$ cat config.mk
export PLATFORM = sky130hd
export DESIGN_NAME = mean_variance_normalizer_top_flat
export DESIGN_NICKNAME = d
export VERILOG_FILES = /design/src/hdl/mvn_pkg.sv /design/src/hdl/mvn_in_if.sv /design/src/hdl/mvn_out_if.sv /design/src/hdl/mean_variance_normalizer_top.sv /design/src/flat_wrapper.sv
export SDC_FILE = /design/constraint.sdc
export NUM_CORES = 2
export LEC_CHECK = 0
export BUFFER_PORTS_ARGS = -buffer_cell sky130_fd_sc_hd__buf_2
export CAP_MARGIN = 0
export CORE_MARGIN = 2
export CORE_UTILIZATION = 55
export DETAILED_ROUTE_END_ITERATION = 8
export PLACE_DENSITY_LB_ADDON = 0.15
export SYNTH_ARGS = -nofsm -noshare
export SYNTH_HDL_FRONTEND = slang
export SYNTH_SLANG_ARGS = --single-unit
export TNS_END_PERCENT = 100
$ cat constraint.sdc
create_clock -name clk_i -period 7.5 [get_ports clk_i]
set_clock_uncertainty 0.05 [all_clocks]
set_input_delay 0.375 -clock clk_i [delete_from_list [all_inputs] [get_ports clk_i]]
set_output_delay 0.375 -clock clk_i [all_outputs]
set_load 0.1 [all_outputs]
$ cat src/hdl/mvn_pkg.sv
// ----------------------------------------------------------------------------
// mvn_pkg
// Shared widths and controller state codes for the mean/variance normalizer.
// ----------------------------------------------------------------------------
package mvn_pkg;

  localparam int unsigned SampleWidth = 16;
  localparam int unsigned MaxSamples  = 64;
  localparam int unsigned AddrWidth   = $clog2(MaxSamples);
  localparam int unsigned CountWidth  = AddrWidth + 1;
  localparam int unsigned SumWidth    = SampleWidth + AddrWidth;
  // Dividend holds |d| * (n - 1) * 2^SampleWidth; divisor holds the sum of squared deviations.
  localparam int unsigned DivWidth    = 2 * SampleWidth + AddrWidth;
  localparam int unsigned StepWidth   = $clog2(DivWidth);

  typedef enum logic [8:0] {
    S_LOAD  = 9'b000000001,
    S_MEAN  = 9'b000000010,
    S_SQRD  = 9'b000000100,
    S_SQLD  = 9'b000001000,
    S_SQMUL = 9'b000010000,
    S_NMRD  = 9'b000100000,
    S_NMLD  = 9'b001000000,
    S_NMDIV = 9'b010000000,
    S_EMIT  = 9'b100000000
  } state_e;

endpackage

$ cat src/hdl/mvn_in_if.sv
// ----------------------------------------------------------------------------
// mvn_in_if
// Sample request channel: one signed sample and its end-of-vector mark.
// ----------------------------------------------------------------------------
interface mvn_in_if;
  logic                                valid;
  logic                                ready;
  logic signed [mvn_pkg::SampleWidth-1:0] sample;
  logic                                last_sample;

  modport source (output valid, output sample, output last_sample, input ready);
  modport sink   (input valid, input sample, input last_sample, output ready);
endinterface

$ cat src/hdl/mvn_out_if.sv
// ----------------------------------------------------------------------------
// mvn_out_if
// Result request channel: normalized element, mean and status flags.
// ----------------------------------------------------------------------------
interface mvn_out_if;
  logic                                valid;
  logic                                ready;
  logic signed [mvn_pkg::SampleWidth-1:0] norm_value;
  logic signed [mvn_pkg::SampleWidth-1:0] mean_value;
  logic                                variance_zero;
  logic                                last_result;

  modport source (output valid, output norm_value, output mean_value,
                  output variance_zero, output last_result, input ready);
  modport sink   (input valid, input norm_value, input mean_value,
                  input variance_zero, input last_result, output ready);
endinterface

$ cat src/hdl/mean_variance_normalizer_top.sv
// ----------------------------------------------------------------------------
// mean_variance_normalizer_top
// Collects a vector of samples, then emits each deviation from the mean
// divided by the sample variance, using a bit-serial multiplier and divider.
// ----------------------------------------------------------------------------
//  channel | dir | handshake      | payload
//  in_i    | in  | valid / ready  | sample, last_sample
//  out_o   | out | valid / ready  | norm_value, mean_value, variance_zero, last_result
//
//  Loading accepts one sample per cycle. After the last sample the restoring
//  divider yields the mean in DivWidth (38) steps, the squaring pass reads each
//  sample into a 16-step shift-add multiplier, and each result takes a read, a
//  load, a 38-step divider pass and an emit. A zero variance gives the raw deviation.
//  Reset clears the controller, count, sum and out valid; the sample store needs none.
//  A stalled result holds the output register; the next result runs its
//  division and then waits in the emit state until the register frees.
// ----------------------------------------------------------------------------
module mean_variance_normalizer_top (
  input  logic     clk_i,
  input  logic     rst_ni,
  mvn_in_if.sink   in_i,
  mvn_out_if.source out_o
);

  localparam int unsigned SW = mvn_pkg::SampleWidth;
  localparam int unsigned AW = mvn_pkg::AddrWidth;
  localparam int unsigned CW = mvn_pkg::CountWidth;
  localparam int unsigned UW = mvn_pkg::SumWidth;
  localparam int unsigned DW = mvn_pkg::DivWidth;
  localparam int unsigned TW = mvn_pkg::StepWidth;

  mvn_pkg::state_e state_q, state_d;

  logic [SW-1:0]        store [mvn_pkg::MaxSamples];
  logic [SW-1:0]        rd_q;

  logic [CW-1:0]        count_q, count_d;
  logic signed [UW-1:0] sum_q, sum_d;
  logic [CW-1:0]        n_q, n_d;
  logic [AW-1:0]        idx_q, idx_d;
  logic [TW-1:0]        step_q, step_d;
  logic signed [SW-1:0] mean_q, mean_d;
  logic                 neg_q, neg_d;
  logic                 vz_q, vz_d;
  logic [DW-1:0]        ssq_q, ssq_d;

  logic [2*SW-1:0]      mcand_q, mcand_d, acc_q, acc_d;
  logic [SW-1:0]        mplier_q, mplier_d;

  logic [DW-1:0]        rem_q, rem_d, quo_q, quo_d, dsr_q, dsr_d;
  logic [DW:0]          trial;
  logic                 trial_ge;

  logic                 out_valid_q, out_valid_d;
  logic signed [SW-1:0] out_norm_q, out_norm_d;
  logic signed [SW-1:0] out_mean_q, out_mean_d;
  logic                 out_vz_q, out_vz_d;
  logic                 out_last_q, out_last_d;

  logic                 in_go, store_room, emit_go, idx_last, big_q;
  logic signed [SW:0]   dev;
  logic [SW-1:0]        dev_mag;
  logic [AW-1:0]        nm1;
  logic [UW-1:0]        scaled;
  logic signed [UW-1:0] sum_acc;
  logic [UW-1:0]        sum_mag;
  logic signed [SW-1:0] res;

  assign in_i.ready   = (state_q == mvn_pkg::S_LOAD);
  assign in_go        = in_i.valid && in_i.ready;
  assign store_room   = (count_q < CW'(mvn_pkg::MaxSamples));
  assign sum_acc      = store_room ? (sum_q + UW'(in_i.sample)) : sum_q;
  assign sum_mag      = sum_acc[UW-1] ? UW'(-sum_acc) : UW'(sum_acc);

  assign nm1          = AW'(n_q - CW'(1));
  assign idx_last     = (idx_q == nm1);
  assign dev          = $signed({rd_q[SW-1], rd_q}) - $signed({mean_q[SW-1], mean_q});
  assign dev_mag      = dev[SW] ? SW'(-dev) : SW'(dev);
  assign scaled       = {{AW{1'b0}}, dev_mag} * {{SW{1'b0}}, nm1};

  // One restoring step: shift in the next dividend bit and try the subtract.
  assign trial        = {rem_q, quo_q[DW-1]};
  assign trial_ge     = (trial >= {1'b0, dsr_q});

  assign emit_go      = !out_valid_q || out_o.ready;
  assign big_q        = |quo_q[DW-1:SW-1];

  always_comb begin
    if (vz_q) begin
      if (dev[SW] != dev[SW-1]) begin
        res = dev[SW] ? $signed({1'b1, {(SW-1){1'b0}}}) : $signed({1'b0, {(SW-1){1'b1}}});
      end else begin
        res = dev[SW-1:0];
      end
    end else if (dev[SW]) begin
      res = big_q ? $signed({1'b1, {(SW-1){1'b0}}}) : $signed(SW'(-quo_q[SW-1:0]));
    end else begin
      res = big_q ? $signed({1'b0, {(SW-1){1'b1}}}) : $signed(quo_q[SW-1:0]);
    end
  end

  always_comb begin
    state_d     = state_q;
    count_d     = count_q;
    sum_d       = sum_q;
    n_d         = n_q;
    idx_d       = idx_q;
    step_d      = step_q;
    mean_d      = mean_q;
    neg_d       = neg_q;
    vz_d        = vz_q;
    ssq_d       = ssq_q;
    mcand_d     = mcand_q;
    mplier_d    = mplier_q;
    acc_d       = acc_q;
    rem_d       = rem_q;
    quo_d       = quo_q;
    dsr_d       = dsr_q;
    out_valid_d = out_valid_q && !out_o.ready;
    out_norm_d  = out_norm_q;
    out_mean_d  = out_mean_q;
    out_vz_d    = out_vz_q;
    out_last_d  = out_last_q;

    if (state_q == mvn_pkg::S_MEAN || state_q == mvn_pkg::S_NMDIV) begin
      rem_d  = trial_ge ? DW'(trial - {1'b0, dsr_q}) : DW'(trial);
      quo_d  = {quo_q[DW-2:0], trial_ge};
      step_d = step_q + TW'(1);
    end

    unique case (state_q)
      mvn_pkg::S_LOAD: begin
        if (in_go) begin
          // Drop a sample once the store is full; its last mark still counts.
          count_d = store_room ? count_q + CW'(1) : count_q;
          sum_d   = sum_acc;
          if (in_i.last_sample) begin
            n_d     = count_d;
            neg_d   = sum_acc[UW-1];
            rem_d   = '0;
            quo_d   = DW'(sum_mag);
            dsr_d   = DW'(count_d);
            step_d  = '0;
            state_d = mvn_pkg::S_MEAN;
          end
        end
      end
      mvn_pkg::S_MEAN: begin
        if (step_q == TW'(DW - 1)) begin
          mean_d  = neg_q ? SW'(-quo_d[SW-1:0]) : quo_d[SW-1:0];
          idx_d   = '0;
          ssq_d   = '0;
          state_d = mvn_pkg::S_SQRD;
        end
      end
      mvn_pkg::S_SQRD: begin
        state_d = mvn_pkg::S_SQLD;
      end
      mvn_pkg::S_SQLD: begin
        mcand_d  = (2*SW)'(dev_mag);
        mplier_d = dev_mag;
        acc_d    = '0;
        step_d   = '0;
        state_d  = mvn_pkg::S_SQMUL;
      end
      mvn_pkg::S_SQMUL: begin
        acc_d    = mplier_q[0] ? acc_q + mcand_q : acc_q;
        mcand_d  = {mcand_q[2*SW-2:0], 1'b0};
        mplier_d = {1'b0, mplier_q[SW-1:1]};
        step_d   = step_q + TW'(1);
        if (step_q == TW'(SW - 1)) begin
          ssq_d = ssq_q + DW'(acc_d);
          if (idx_last) begin
            vz_d    = (ssq_d == '0);
            idx_d   = '0;
            state_d = mvn_pkg::S_NMRD;
          end else begin
            idx_d   = idx_q + AW'(1);
            state_d = mvn_pkg::S_SQRD;
          end
        end
      end
      mvn_pkg::S_NMRD: begin
        state_d = mvn_pkg::S_NMLD;
      end
      mvn_pkg::S_NMLD: begin
        rem_d   = '0;
        quo_d   = {scaled, {SW{1'b0}}};
        dsr_d   = ssq_q;
        step_d  = '0;
        state_d = mvn_pkg::S_NMDIV;
      end
      mvn_pkg::S_NMDIV: begin
        if (step_q == TW'(DW - 1)) begin
          state_d = mvn_pkg::S_EMIT;
        end
      end
      mvn_pkg::S_EMIT: begin
        if (emit_go) begin
          out_valid_d = 1'b1;
          out_norm_d  = res;
          out_mean_d  = mean_q;
          out_vz_d    = vz_q;
          out_last_d  = idx_last;
          if (idx_last) begin
            count_d = '0;
            sum_d   = '0;
            state_d = mvn_pkg::S_LOAD;
          end else begin
            idx_d   = idx_q + AW'(1);
            state_d = mvn_pkg::S_NMRD;
          end
        end
      end
      default: state_d = mvn_pkg::S_LOAD;
    endcase
  end

  always_ff @(posedge clk_i) begin
    if (in_go && store_room) begin
      store[count_q[AW-1:0]] <= in_i.sample;
    end
    rd_q <= store[idx_q];
  end

  always_ff @(posedge clk_i or negedge rst_ni) begin
    if (!rst_ni) begin
      state_q     <= mvn_pkg::S_LOAD;
      count_q     <= '0;
      sum_q       <= '0;
      out_valid_q <= 1'b0;
    end else begin
      state_q     <= state_d;
      count_q     <= count_d;
      sum_q       <= sum_d;
      out_valid_q <= out_valid_d;
    end
  end

  always_ff @(posedge clk_i) begin
    n_q        <= n_d;
    idx_q      <= idx_d;
    step_q     <= step_d;
    mean_q     <= mean_d;
    neg_q      <= neg_d;
    vz_q       <= vz_d;
    ssq_q      <= ssq_d;
    mcand_q    <= mcand_d;
    mplier_q   <= mplier_d;
    acc_q      <= acc_d;
    rem_q      <= rem_d;
    quo_q      <= quo_d;
    dsr_q      <= dsr_d;
    out_norm_q <= out_norm_d;
    out_mean_q <= out_mean_d;
    out_vz_q   <= out_vz_d;
    out_last_q <= out_last_d;
  end

  assign out_o.valid         = out_valid_q;
  assign out_o.norm_value    = out_norm_q;
  assign out_o.mean_value    = out_mean_q;
  assign out_o.variance_zero = out_vz_q;
  assign out_o.last_result   = out_last_q;

  a_last_starts_mean: assert property (@(posedge clk_i) disable iff (!rst_ni)
    (in_go && in_i.last_sample) |=> (state_q == mvn_pkg::S_MEAN))
    else $error("last sample did not start the mean division");

  a_count_bound: assert property (@(posedge clk_i) disable iff (!rst_ni)
    count_q <= CW'(mvn_pkg::MaxSamples))
    else $error("sample count beyond store depth");

  a_final_clears: assert property (@(posedge clk_i) disable iff (!rst_ni)
    (state_q == mvn_pkg::S_EMIT && emit_go && idx_last)
      |=> (count_q == '0 && out_o.last_result && out_o.valid))
    else $error("final result did not clear the vector");

endmodule
$ cat src/flat_wrapper.sv
// flat-port wrapper written by rule: the top's interface ports become plain ports
module mean_variance_normalizer_top_flat 
  (clk_i, rst_ni, in_i_valid, in_i_sample, in_i_last_sample, in_i_ready, out_o_valid, out_o_norm_value, out_o_mean_value, out_o_variance_zero, out_o_last_result, out_o_ready);
  mvn_in_if in_i_i ();
  mvn_out_if out_o_i ();
  input  logic clk_i;
  input  logic rst_ni;
  input wire logic [$bits(in_i_i.valid)-1:0] in_i_valid;
  input wire logic [$bits(in_i_i.sample)-1:0] in_i_sample;
  input wire logic [$bits(in_i_i.last_sample)-1:0] in_i_last_sample;
  output wire logic [$bits(in_i_i.ready)-1:0] in_i_ready;
  output wire logic [$bits(out_o_i.valid)-1:0] out_o_valid;
  output wire logic [$bits(out_o_i.norm_value)-1:0] out_o_norm_value;
  output wire logic [$bits(out_o_i.mean_value)-1:0] out_o_mean_value;
  output wire logic [$bits(out_o_i.variance_zero)-1:0] out_o_variance_zero;
  output wire logic [$bits(out_o_i.last_result)-1:0] out_o_last_result;
  input wire logic [$bits(out_o_i.ready)-1:0] out_o_ready;
  assign in_i_i.valid = in_i_valid;
  assign in_i_i.sample = in_i_sample;
  assign in_i_i.last_sample = in_i_last_sample;
  assign in_i_ready = in_i_i.ready;
  assign out_o_valid = out_o_i.valid;
  assign out_o_norm_value = out_o_i.norm_value;
  assign out_o_mean_value = out_o_i.mean_value;
  assign out_o_variance_zero = out_o_i.variance_zero;
  assign out_o_last_result = out_o_i.last_result;
  assign out_o_i.ready = out_o_ready;
  mean_variance_normalizer_top u_core (.clk_i(clk_i), .rst_ni(rst_ni), .in_i(in_i_i), .out_o(out_o_i));
endmodule
======== Word-level counts from Yosys, hierarchy flattened ========
Memory sizes are Yosys's and may differ from the RTL's. A register that Yosys moved wholly into a read port is not among the register bits.
Index checks and enable logic that the tools add are counted.
word-level totals
  memories kept ........................... 1
  register bits after elaboration ......... 341
  output and inout port bits .............. 36
  RAM bits ................................ 1024
cells by class
  add/subtract/negate cells ............... 13
  order comparisons ....................... 2
  muxes and demuxes ....................... 61
  multipliers ............................. 1
  reduce and logical (&&, ||, !) cells .... 24
  eq/ne operators ......................... 21
memory list
  memory        depth  width  read ports  clocked after Yosys merged registers in  wr ports  line                                RTL
  u_core.store  64     16     1           1                                        1         mean_variance_normalizer_top.sv:34  logic [SW-1:0] store [mvn_pkg::MaxSamples];
operator list
  kind                              count
  2-to-1 mux 38 bit                 11
  case mux 38 bit (2 select lines)  4
  2-to-1 mux 16 bit                 8
  case mux 32 bit (2 select lines)  2
  2-to-1 mux 22 bit                 5
  case mux 9 bit (9 select lines)   1
  2-to-1 mux 6 bit                  10
  2-to-1 mux 9 bit                  6
  negation 16 bit                   3
  case mux 22 bit (2 select lines)  1
  >= comparator 39 x 38 -> 1 bit    1
  adder 38 x 32 -> 38 bit           1
  logical NOT 38 bit                1
  subtractor 38 bit                 1
  case mux 6 bit (3 select lines)   2
  adder 32 bit                      1
  2-to-1 mux 32 bit                 1
  case mux 16 bit (2 select lines)  1
  2-to-1 mux 7 bit                  4
  OR reduction 23 bit               1
  adder 22 x 16 -> 22 bit           1
  multiplier 16 x 6 -> 22 bit       1
  negation 22 bit                   1
  subtractor 16 x 16 -> 17 bit      1
  other kinds (32)                  53

======== Logic depth before layout (Yosys ltp) ========
  word-level depth ........................ 7
  mapped depth ............................ 33
  gate-level depth less buffers ........... 32

======== Least setup slack after synthesis ========
No wires, ideal clock.
  kind .................................... flip-flop to flip-flop
  from .................................... reg u_core.mean_q[0]
  to ...................................... reg u_core.quo_q[36]
  required time ........................... 7316 ps
  arrival ................................. 6892 ps
  buffers on the path ..................... 1
  cell stages (with the launch flop) ...... 31
  path slack .............................. 424 ps
  setup time .............................. 134 ps
  cells stage by stage .................... edfxtp_1 ha_1 fa_1 nor2b_1 o21ai_0 a21oi_1 o21ai_0 o21ai_0 o311a_1 o31a_1 clkinv_1 clkbuf_1 nand2_1 xor2_1 nor2_1 fa_1 inv_1 fa_1 fa_1 inv_1 ha_1 a21o_1 a21oi_1 o21ai_0 a41oi_1 a211o_1 o21ai_0 or4_1 a31oi_1 xor2_1 o22ai_1
between the ends
  word-level cells in the longest chain between the ends .. 5
ends and longest elaborated chain
  element                             line                                 RTL
  from (decl)                         mean_variance_normalizer_top.sv:42   logic signed [SW-1:0] mean_q, mean_d;
  from (signal assigned)              mean_variance_normalizer_top.sv:244  mean_q <= mean_d;
  subtractor 16 x 16 -> 17 bit *      mean_variance_normalizer_top.sv:77   assign dev = $signed({rd_q[SW-1], rd_q}) - $signed({mean_q[SW-1], mean_q});
  negation 16 bit                     mean_variance_normalizer_top.sv:78   assign dev_mag = dev[SW] ? SW'(-dev) : SW'(dev);
  2-to-1 mux 16 bit *                 mean_variance_normalizer_top.sv:78
  multiplier 16 x 6 -> 22 bit *       mean_variance_normalizer_top.sv:79   assign scaled = {{AW{1'b0}}, dev_mag} * {{SW{1'b0}}, nm1};
  case mux 38 bit (2 select lines) *  mean_variance_normalizer_top.sv:131  unique case (state_q)
  named net u_core.quo_d[36]          mean_variance_normalizer_top.sv:50   logic [DW-1:0] rem_q, rem_d, quo_q, quo_d, dsr_q, dsr_d;
  to (signal assigned)                mean_variance_normalizer_top.sv:252  quo_q <= quo_d;
  to (decl)                           mean_variance_normalizer_top.sv:50
The timed path passes the listed nets; every way through them passes the cells marked *.
A chain may end at the register's enable or synchronous reset.

======== Final worst setup path ========
Same ends and word-level chain as after synthesis.

==> summary.md <==
| Metric | Value |
|---|---|
| Status | complete, no violations |
| GRT Overall Usage | 26.2% |
| Syn_area_per_cell | 14.9 µm² |
| CP Class | reg -> reg |
| TritonCTS buffer count | 147 |
| Share of cells above drive strength 1 | about a fifth |
| Post-synthesis net count | 4,631 |
| Longest Clk Path Bufs | 3 |
| Worst min-delay path class | in -> reg |
| Root Buffer | clkbuf_16 |
| Vias in the first global route | between 30k and 40k |
| Asr flop ratio synth | 2.82% |
| Drt initial violations | 3,592 |
| Initial antenna violation count | 4 |
| Worst-margin pin slew | roughly 1.2 ns |
| Post-synth EDFFs | ~1.2k |
| Psw | 3.16 mW |
| Critical path origin | u_core.mean_q[0]$_DFFE_PP_ |
| Clk slew on worst S/H paths | 0.06 ns |
| Slew Viols, Final | 0 |
| Net Sw Frac | between 20 and 25% |
| CP Data Required Time | 8.08 ns |
| First-pass GRT wire length | approximately 240,000 µm |
| Relative slew margins | around 17% |
| Pre-Repair DR Iteration Count | 7 |
| Period utilisation layout | 95.0% |
| Mapped cell area | roughly 65,000 µm² |
| Critical path launch point type | register |
| DIE AREA | around 120,000 µm² |
| Wire per inst | 25.4 µm |
| Final ANT Viol Nets | 0 |
| Share of power burned in registers | 54.0% |
| Yosys Warn Count | 0 |
| Final Hold Fails | 0 |
| CORE AREA | 118,000 µm² |
| H-tree levels | 4 |
| DR vias/cell | 6.19 |
| Place WS | 0.0677 ns |
| Crit path DAT | 7.70 ns |
| Ys flop type | edfxtp_1 |
| Die Width | approximately 350 µm |
| # DRC | 0 |
| Syn Inst Count | 4,369 |
| Initial Util | between 50% and 60% |
| Total gr overflow | 0 |
| Worst reg2reg startpoint | u_core.mean_q[0]$_DFFE_PP_ |
| Clock Sinks | 1,381 |
| Final Wtd Congestion | 0.921 |
| Layout area overhead | 11.3% |
| Setup Viol. Count Final | 0 |
| Comb pwr share | 1.1% |
| Final WS setup | 0.379 ns |
| Min Tclk post-route | between 7 and 8 ns |
| Seq/Total Area, Yosys | 61.7% |
| Filler Cells Inserted | between 8k and 9k |
| Largest net degree at the start of global routing | between 100 and 150 |
| CTS tree | built |
| Max VDD drop | 0.000292 V |
| Flops & latches, synth | 1,381 |
| Total number of vias | approximately 38k |
| Power share of the clock group | 44.9% |
| P_leak | 26.0 nW |
| Max-Cap Viols | 0 |
| Min-delay src | out_o_ready |
| FP Rows | about 130 |
| Detailed Route WL | 157,000 µm |
| Power Dens Cells | approximately 210 nW/µm² |
| CP Capture Type | register |
| Total internal power | 12.3 mW |
| Die Span Y | 348 µm |
| Total power | 15.5 mW |
| RSZ-0062 raised after global routing | yes |
| F_max | 0.140 GHz |
| Synth unique cells | 94 |
| Fin nets | 4,792 |
| IO Pins | 57 |
| Dpl hpwl | 101,000 µm |
| Largest fanout on the critical path | 7 |
| Worst-Skew Late Latency | 0.78 ns |
| Buffers added on ports | 56 |
## state kept, by name (all words and copies together), names as in the netlist, 6 cells and up
name	flops
u_core.store	1024
u_core.dsr_q	38
u_core.quo_q	38
u_core.rem_q	38
u_core.ssq_q	38
u_core.acc_q	32
u_core.mcand_q	32
u_core.sum_q	22
u_core.mean_q	16
u_core.mplier_q	16
u_core.out_o.mean_value	16
u_core.out_o.norm_value	16
u_core.rd_q	16
u_core.state_q	9
u_core.count_q	7
u_core.idx_q	6
u_core.n_q	6
u_core.step_q	6
## worst max-delay path, cell delays in order, from the launching register on
cell	delay (ns)
edfxtp_1	0.42
ha_1	0.26
fa_1	0.46
nor2b_1	0.12
o21ai_0	0.11
a21oi_1	0.26
buf_4	0.17
o211ai_1	0.10
a211oi_1	0.28
buf_4	0.19
o21ai_0	0.09
o21bai_1	0.23
o41ai_1	0.42
xor2_1	0.12
buf_4	0.19
or2_2	0.29
fa_1	0.55
fa_1	0.45
fa_1	0.54
inv_1	0.04
ha_1	0.38
and3_1	0.21
a21oi_1	0.11
o21ai_1	0.12
or4_1	0.40
a31oi_1	0.20
xor2_1	0.16
o22ai_1	0.09
## cell type report
cell class	instances	area, µm²	share of cell area (%)
sequential	1381	40300	55.5
multi-input combinational	2602	23600	32.5
clock buffer	190	3990	5.48
tap	1536	1920	2.64
timing repair buffer	211	1540	2.12
inverter	187	702	0.966
clock inverter	73	627	0.863
antenna	2	5.00	0.00689
## path summary, 6_finish.rpt
kind                       slack, ns                                     to  cells past startpoint
hold reg to reg                 0.39  u_core.out_o.mean_value[10]$_DFFE_PP_                      0
setup / recovery                0.38               u_core.quo_q[36]$_DFF_P_                     27
min in group asynchronous       0.25           u_core.sum_q[16]$_DFFE_PN0P_                      2
max in group asynchronous       6.50          u_core.state_q[7]$_DFFE_PN0P_                      2
setup reg to reg                0.38               u_core.quo_q[36]$_DFF_P_                     27
hold / removal                  0.06          u_core.state_q[8]$_DFFE_PN0P_                      4
## cell usage after synthesis (48+ instances only)
master / count / area, µm²
edfxtp_1: 1244 / 37400
mux4_2: 336 / 7570
nor2_1: 295 / 1110
nand2_1: 205 / 769
a21oi_1: 192 / 961
inv_1: 186 / 698
ha_1: 179 / 2240
o21ai_0: 167 / 836
clkbuf_1: 150 / 563
xnor2_1: 111 / 972
and2_1: 106 / 663
dfxtp_1: 98 / 1960
xor2_1: 78 / 683
nor3_1: 68 / 340
a21o_1: 63 / 473
fa_1: 62 / 1240
nand3_1: 62 / 310
mux2i_1: 58 / 581
o21a_1: 50 / 375
or2_2: 48 / 300
## repair_timing
item,4_1_cts,5_1_grt
pin swaps,0,4
setup buffers,0,2
gates cloned,0,0
gates resized for setup,1,11
hold buffers,8,0
endpoints found under the setup margin,1,6
hold endpoints to repair,62,0
## through the flow
step	area [µm²]	cells	utilization (%)	hold slack [ns]	TNS (ns)
3_5_place_dp	67900	5907	57.6	0.384	0
2_1_floorplan	65300	4369	-	0.0294	0
5_1_grt	72700	6180	61.6	0.0592	-0.138
4_1_cts	72600	6178	61.6	0.00155	0
6_report	72700	6182	61.6	0.0586	0
3_3_place_gp	67900	5907	57.6	0.380	0
## layer usage
layer,share of wire [%],global-route usage [%]
met1,42,36.7
met2,49,42.8
met3,6.4,4.16
met4,2.6,7.57
met5,0.0070,0
## layout by cell type, fill, tap and decap left out, types with 31 or more instances in the layout
cell	instances
mux2i_1	58
o21ai_0	163
and2_1	105
nand3_1	62
xor2_1	77
buf_2	56
clkbuf_16	151
nand2_1	205
a21oi_1	190
nand2b_1	36
xnor2_1	111
nor2b_1	32
dfxtp_1	98
edfxtp_1	1244
ha_1	179
o22ai_1	36
or3_1	31
a211oi_1	31
nor3_1	68
clkbuf_1	33
a21o_1	63
or2_2	48
clkinv_2	31
buf_4	141
o21a_1	50
dfrtp_1	38
mux4_2	336
inv_1	185
fa_1	62
nor2_1	270
## power by group through the flow
stage	logic [mW]	clock network (mW)	registers, mW
finish	0.168	6.94	8.36
global route	0.185	7.36	8.35
CTS	0.169	7.06	8.36
detailed placement	0.165	0	8.52
global placement	0.159	0	8.52
floorplan	0.0432	0	8.52
## logic make-up after synthesis
family | after synthesis | share of synthesized area, %
AO/OA/AOI/OAI | 764 | 7.59
XOR/XNOR | 189 | 2.54
adder cells (fa/ha/maj) | 241 | 5.33
buffers and inverters | 386 | 2.33
flip-flops | 1381 | 61.7
multiplexers | 424 | 13.0
AND/OR/NAND/NOR | 984 | 7.46
Note: power is estimated with default switching activity, not from simulation.
